## config.mk

```make
export PLATFORM = sky130hd
export DESIGN_NAME = dcdq_ctrl
export DESIGN_NICKNAME = d
export VERILOG_FILES = /design/src/sv/dcdq_pkg.sv /design/src/sv/dcdq_ctrl.sv
export SDC_FILE = /design/constraint.sdc
export NUM_CORES = 1
export LEC_CHECK = 0
export BUFFER_PORTS_ARGS = -buffer_cell sky130_fd_sc_hd__buf_2
export CORE_MARGIN = 1
export CORE_UTILIZATION = 49
export DETAILED_ROUTE_END_ITERATION = 10
export HOLD_SLACK_MARGIN = 0.02
export PLACE_DENSITY = 0.76
export SLEW_MARGIN = 25
export SYNTH_ARGS = -nofsm -noshare
export SYNTH_HDL_FRONTEND = slang
export SYNTH_SLANG_ARGS = --single-unit
```

## constraint.sdc

```tcl
create_clock -name clock -period 2.2 [get_ports clock]
set_clock_uncertainty 0.15 [all_clocks]
set_input_delay 0.22 -clock clock [delete_from_list [all_inputs] [get_ports clock]]
set_output_delay 0.22 -clock clock [all_outputs]
set_load 0.05 [all_outputs]
```

## src/sv/dcdq_pkg.sv

```systemverilog
// Shared types, constants and fixed-point helpers for the droop dq inverter controller.
// No dependencies; imported by every module of the block.
`timescale 1ns / 1ps
`default_nettype none
package dcdq_pkg;

   localparam logic [15:0] PKG_PWM_PERIOD_COUNT = 16'd2500;
   localparam logic [31:0] PKG_OMEGA_NOM_Q16    = 32'd24706225;
   localparam logic [31:0] PKG_VOLT_NOM_Q16     = 32'd1638400;
   localparam logic [31:0] PKG_IND_FF_Q16       = 32'd66;
   localparam logic [31:0] PKG_OUT_CUR_FF_Q16   = 32'd65536;

   localparam logic signed [32:0] SIN_A     = 33'sd102944;
   localparam logic signed [32:0] SIN_B     = 33'sd42047;
   localparam logic signed [32:0] SIN_C     = 33'sd4640;
   localparam logic signed [32:0] SQRT3_Q16 = 33'sd113512;
   localparam logic signed [31:0] ONE_Q16   = 32'sd65536;

   localparam int unsigned LAST_STEP = 41;
   localparam int unsigned STEP_W    = 6;

   // register indexes of the configuration port
   localparam logic [2:0] CSR_DROOP_P = 3'd0;
   localparam logic [2:0] CSR_DROOP_Q = 3'd1;
   localparam logic [2:0] CSR_KP_V    = 3'd2;
   localparam logic [2:0] CSR_KI_V_DT = 3'd3;
   localparam logic [2:0] CSR_KP_I    = 3'd4;
   localparam logic [2:0] CSR_KI_I_DT = 3'd5;
   localparam logic [2:0] CSR_CUR_LIM = 3'd6;
   localparam logic [2:0] CSR_FCAP    = 3'd7;

   typedef enum logic [1:0] {PH_A, PH_B, PH_C} phase_type;

   typedef struct packed {
      logic              capture;
      logic              step_en;
      logic [STEP_W-1:0] step;
      logic              div_start;
      phase_type         phase;
      logic              load_out;
   } cmd_type;

   typedef struct packed {
      logic div_done;
   } status_type;

   // saturate a 34-bit sum to the signed 32-bit range
   function automatic logic signed [31:0] sat34(input logic signed [33:0] x);
      logic signed [31:0] r;
      if (x > 34'sd2147483647) r = 32'sh7FFF_FFFF;
      else if (x < -34'sd2147483648) r = 32'sh8000_0000;
      else r = x[31:0];
      return r;
   endfunction

   // Q16.16 product: floor shift by 16, then saturate
   function automatic logic signed [31:0] sat_prod(input logic signed [65:0] p);
      logic signed [49:0] sh;
      logic signed [31:0] r;
      sh = p[65:16];
      if (sh > 50'sd2147483647) r = 32'sh7FFF_FFFF;
      else if (sh < -50'sd2147483648) r = 32'sh8000_0000;
      else r = sh[31:0];
      return r;
   endfunction

   function automatic logic signed [32:0] sx33(input logic signed [31:0] x);
      return {x[31], x};
   endfunction

   function automatic logic signed [32:0] neg33(input logic signed [31:0] x);
      return -{x[31], x};
   endfunction

   function automatic logic signed [31:0] sadd(input logic signed [32:0] a,
                                               input logic signed [32:0] b);
      logic signed [33:0] s;
      s = {a[32], a} + {b[32], b};
      return sat34(s);
   endfunction

   // position inside the quadrant, Q16
   function automatic logic signed [32:0] sin_z(input logic [15:0] ang);
      logic [16:0] zr;
      zr = {1'b0, ang[13:0], 2'b00};
      if (ang[14]) zr = 17'd65536 - zr;
      return {16'd0, zr};
   endfunction

   function automatic logic signed [31:0] sin_cap(input logic signed [31:0] t,
                                                  input logic neg);
      logic signed [31:0] r;
      r = (t > ONE_Q16) ? ONE_Q16 : t;
      return neg ? -r : r;
   endfunction

endpackage
`default_nettype wire

```

## src/sv/dcdq_ctrl.sv

```systemverilog
// Sequencer for the droop dq controller: request intake, microstep count,
// duty division per phase and result hand-off. Uses dcdq_pkg.
`timescale 1ns / 1ps
`default_nettype none
module dcdq_ctrl
   import dcdq_pkg::*;
(
   input  wire logic       clock,
   input  wire logic       reset,
   input  wire logic       req_valid,
   output logic            req_ready,
   output logic            rsp_valid,
   input  wire logic       rsp_ready,
   input  wire status_type status,
   output cmd_type         cmd
);

   typedef enum logic [2:0] {S_IDLE, S_RUN, S_DSTART, S_DWAIT, S_FIN} state_type;

   state_type         state_ff, state_in;
   logic [STEP_W-1:0] step_ff, step_in;
   phase_type         phase_ff, phase_in;
   logic              rsp_valid_ff, rsp_valid_in;
   logic              load;

   always_comb begin
      state_in = state_ff;
      step_in  = step_ff;
      phase_in = phase_ff;
      load     = 1'b0;
      case (state_ff)
         S_IDLE: begin
            if (req_valid) begin
               state_in = S_RUN;
               step_in  = '0;
            end
         end
         S_RUN: begin
            step_in = step_ff + 1'b1;
            if (step_ff == STEP_W'(LAST_STEP)) begin
               state_in = S_DSTART;
               phase_in = PH_A;
            end
         end
         S_DSTART: state_in = S_DWAIT;
         S_DWAIT: begin
            if (status.div_done) begin
               case (phase_ff)
                  PH_A:    begin phase_in = PH_B; state_in = S_DSTART; end
                  PH_B:    begin phase_in = PH_C; state_in = S_DSTART; end
                  default: state_in = S_FIN;
               endcase
            end
         end
         S_FIN: begin
            // result slot must be free before it is overwritten
            if (!rsp_valid_ff || rsp_ready) begin
               load     = 1'b1;
               state_in = S_IDLE;
            end
         end
         default: state_in = S_IDLE;
      endcase
      rsp_valid_in = load | (rsp_valid_ff & ~rsp_ready);
   end

   always_ff @(posedge clock) begin
      if (reset) begin
         state_ff     <= S_IDLE;
         step_ff      <= '0;
         phase_ff     <= PH_A;
         rsp_valid_ff <= 1'b0;
      end else begin
         state_ff     <= state_in;
         step_ff      <= step_in;
         phase_ff     <= phase_in;
         rsp_valid_ff <= rsp_valid_in;
      end
   end

   assign req_ready     = (state_ff == S_IDLE);
   assign rsp_valid     = rsp_valid_ff;
   assign cmd.capture   = req_ready & req_valid;
   assign cmd.step_en   = (state_ff == S_RUN);
   assign cmd.step      = step_ff;
   assign cmd.div_start = (state_ff == S_DSTART);
   assign cmd.phase     = phase_ff;
   assign cmd.load_out  = load;

endmodule
`default_nettype wire

```

==> reports/summary.txt <==
Post-Syn Nets = 90
Mapped Area = 687 µm²
Core Rows = 13
CORE AREA = 1300 µm²
syn avg cell area = 8.28 µm²
Leak Pwr = 0.381 nW
top_reg_cell synth = dfxtp_1
clock sink total = 12
hold violation count in the final report = 0
Placer Congestion = 0.673
Period minus WS final = 2.02 ns
Final Max Tran Viols = 0
switching part of the total = 33.9%
drt wl/cell = 12.1 µm
relative slew slack = 73.9%
GRT Util Overall = 21.3%
post-CTS setup buffers = 0
die area = 1560 µm²
synth cell count leaders = 12 x dfxtp_1, 12 x nor2_1, 5 x a21oi_1, 5 x nand2_1
yosys warns = 0
Starting Density = 52.8%
Clock Power Share = 30.2%
I/O Buffers = 18
Area after DPL = 762 µm²
router iterations before antenna repair = 4
CTS clk-pin slew, worst paths = 0.08 ns
Max Root-Sink Buffers = 2
total grt overflow = 0
vias per cell = 5.48
Setup TNS Final = 0 ns
area leader, netlist = dfxtp_1
Syn-to-layout area delta = 16.2%
CP Data Arrival Time = 1.65 ns
die height = 39.4 µm
DR iter-0 viols = 13
slowest CP cell = or4b_1
ANT cells = 0
number of global-route vias before repair = 554
CTS tree = built
Worst VDD drop = 410 µV
max capacitance violation total = 0
drt drc = 0
post-DP HPWL = 1.02 mm
Yosys cell types = 32
CP Class = register to output pin
RSZ-0062 raised after global routing = false
CTS H-tree lvls = 1
register bit total from synthesis = 12
root buf cell = clkbuf_4
design area = 798 µm²
Routed Antenna Nets = 0
EDFF count, synth = 0
routed wire length = 1.38 mm
top post-synthesis cells by area = dfxtp_1 35%, nor2_1 6.6%, mux2i_1 4.4%
Clock Latency Late Sink = 0.27 ns
antenna violations before repair = 0
Power Density = 707 nW/µm²
Async SR Flop Fraction = 0%
# nets final = 107
Seq/Total Area, Yosys = 35.0%
final total power = 0.564 mW
Worst EP required = 1.83 ns
sequential share of power = 43.5%
Internal = 0.373 mW
Via Count = 625
synthesized instance count = 83
Post-CTS Resized = 0
FILL cells = 134
status = completed
first-pass GRT wire length = 2.26 mm
fmax = 495 MHz
combinational group share of total power = 26.3%
sw power = 0.191 mW
critical path cell sequence = or4b_1, inv_1, buf_2
HP Class = input port to register
Worst Tran Pin Value = 0.387 ns
CTS Hold Bufs = 0
top-area cell type share of the netlist area = 35.0%
final setup fails = 0
fin crit share = 91.7%
I/O pins = 19
CP max FO = 15
layout cell share with drive strength beyond 1 = 25.3%
Crit. End Element = output pin
Worst path max stage delay = 0.62 ns
CTS buffer count = 3
largest net degree at the start of global routing = 16
Setup crit start kind = register
die width = 39.4 µm
==> flip-flops by register name, indices dropped and copies added (netlist names) <==
| signal | count |
|---|---|
| step_ff | 6 |
| phase_ff | 2 |
| state_ff | 3 |
| rsp_valid | 1 |
==> final cells by class <==
| cell class | instances | area (µm²) | share of cell area (%) |
|---|---|---|---|
| Clock buffer | 4 | 36.3 | 4.55 |
| Inverter | 5 | 18.8 | 2.35 |
| Multi-Input combinational cell | 60 | 394 | 49.4 |
| Sequential cell | 12 | 240 | 30.1 |
| Tap cell | 15 | 18.8 | 2.35 |
| Timing Repair Buffer | 18 | 90.1 | 11.3 |
==> final timing paths <==
kind	from	endpoint	slack (ns)	cells after the start
worst max-delay path	state_ff[1]	cmd[11]	0.18	3
worst min-delay path	reset	step_ff[3]	0.11	2
worst min register to register	phase_ff[0]	phase_ff[1]	0.36	2
worst max register to register	step_ff[1]	phase_ff[0]	0.37	6
==> worst max-delay path, delay by kind of cell (launching register included) <==
kind	cells	cell delay, ns
simple gates	1	0.62
flops	1	0.43
buf+inv	2	0.33
==> power groups by stage <==
stage	logic, mW	registers, mW	clock network, mW
after global routing	0.160	0.249	0.182
after CTS	0.149	0.245	0.177
after detailed placement	0.149	0.251	0
after global placement	0.146	0.249	0
final	0.149	0.245	0.170
after floorplan	0.124	0.250	0
==> metal layers <==
layer | GRT usage (%) | up-vias | routed length, µm
met3 | 3.41 | 2 | 44
li1 | - | 323 | -
met2 | 35.7 | 11 | 668
met4 | 10.3 | 0 | 11
met5 | 0 | - | 0
met1 | 25.8 | 289 | 653
==> cell families (layout without fill, tap and decap cells) <==
group,Yosys count,in the layout,synth area share (%)
AOI/OAI and AO/OA,16,16,15.7
and+or+nand+nor,37,37,30.4
adders and majority gates,2,2,3.64
buffers and inverters,11,27,7.65
DFF,12,12,35.0
muxes,5,5,7.65
==> placed cells by master, fill, tap and decap left out, types with 2 or more instances in the layout <==
| master | n |
|---|---|
| nand2_1 | 5 |
| nor3b_1 | 2 |
| a21oi_1 | 5 |
| clkbuf_4 | 3 |
| nand2b_1 | 2 |
| nor2_1 | 12 |
| nor3_1 | 2 |
| o21ai_1 | 3 |
| and3_1 | 4 |
| mux2i_1 | 3 |
| ha_1 | 2 |
| mux2_1 | 2 |
| nand3b_1 | 3 |
| buf_2 | 18 |
| inv_1 | 4 |
| dfxtp_1 | 12 |
| nand3_1 | 2 |
==> through the flow <==
step	worst slack [ns]	hold WS [ns]	utilization (%)	std cells
finish	0.182	0.108	61.3	114
detailed placement	0.418	0.354	58.6	110
CTS	0.166	0.102	61.3	114
floorplan	0.124	0.284	-	83
global route	0.0924	0.106	61.3	114
global placement	0.422	0.346	58.6	110
Power figures use the tool's default switching activity.
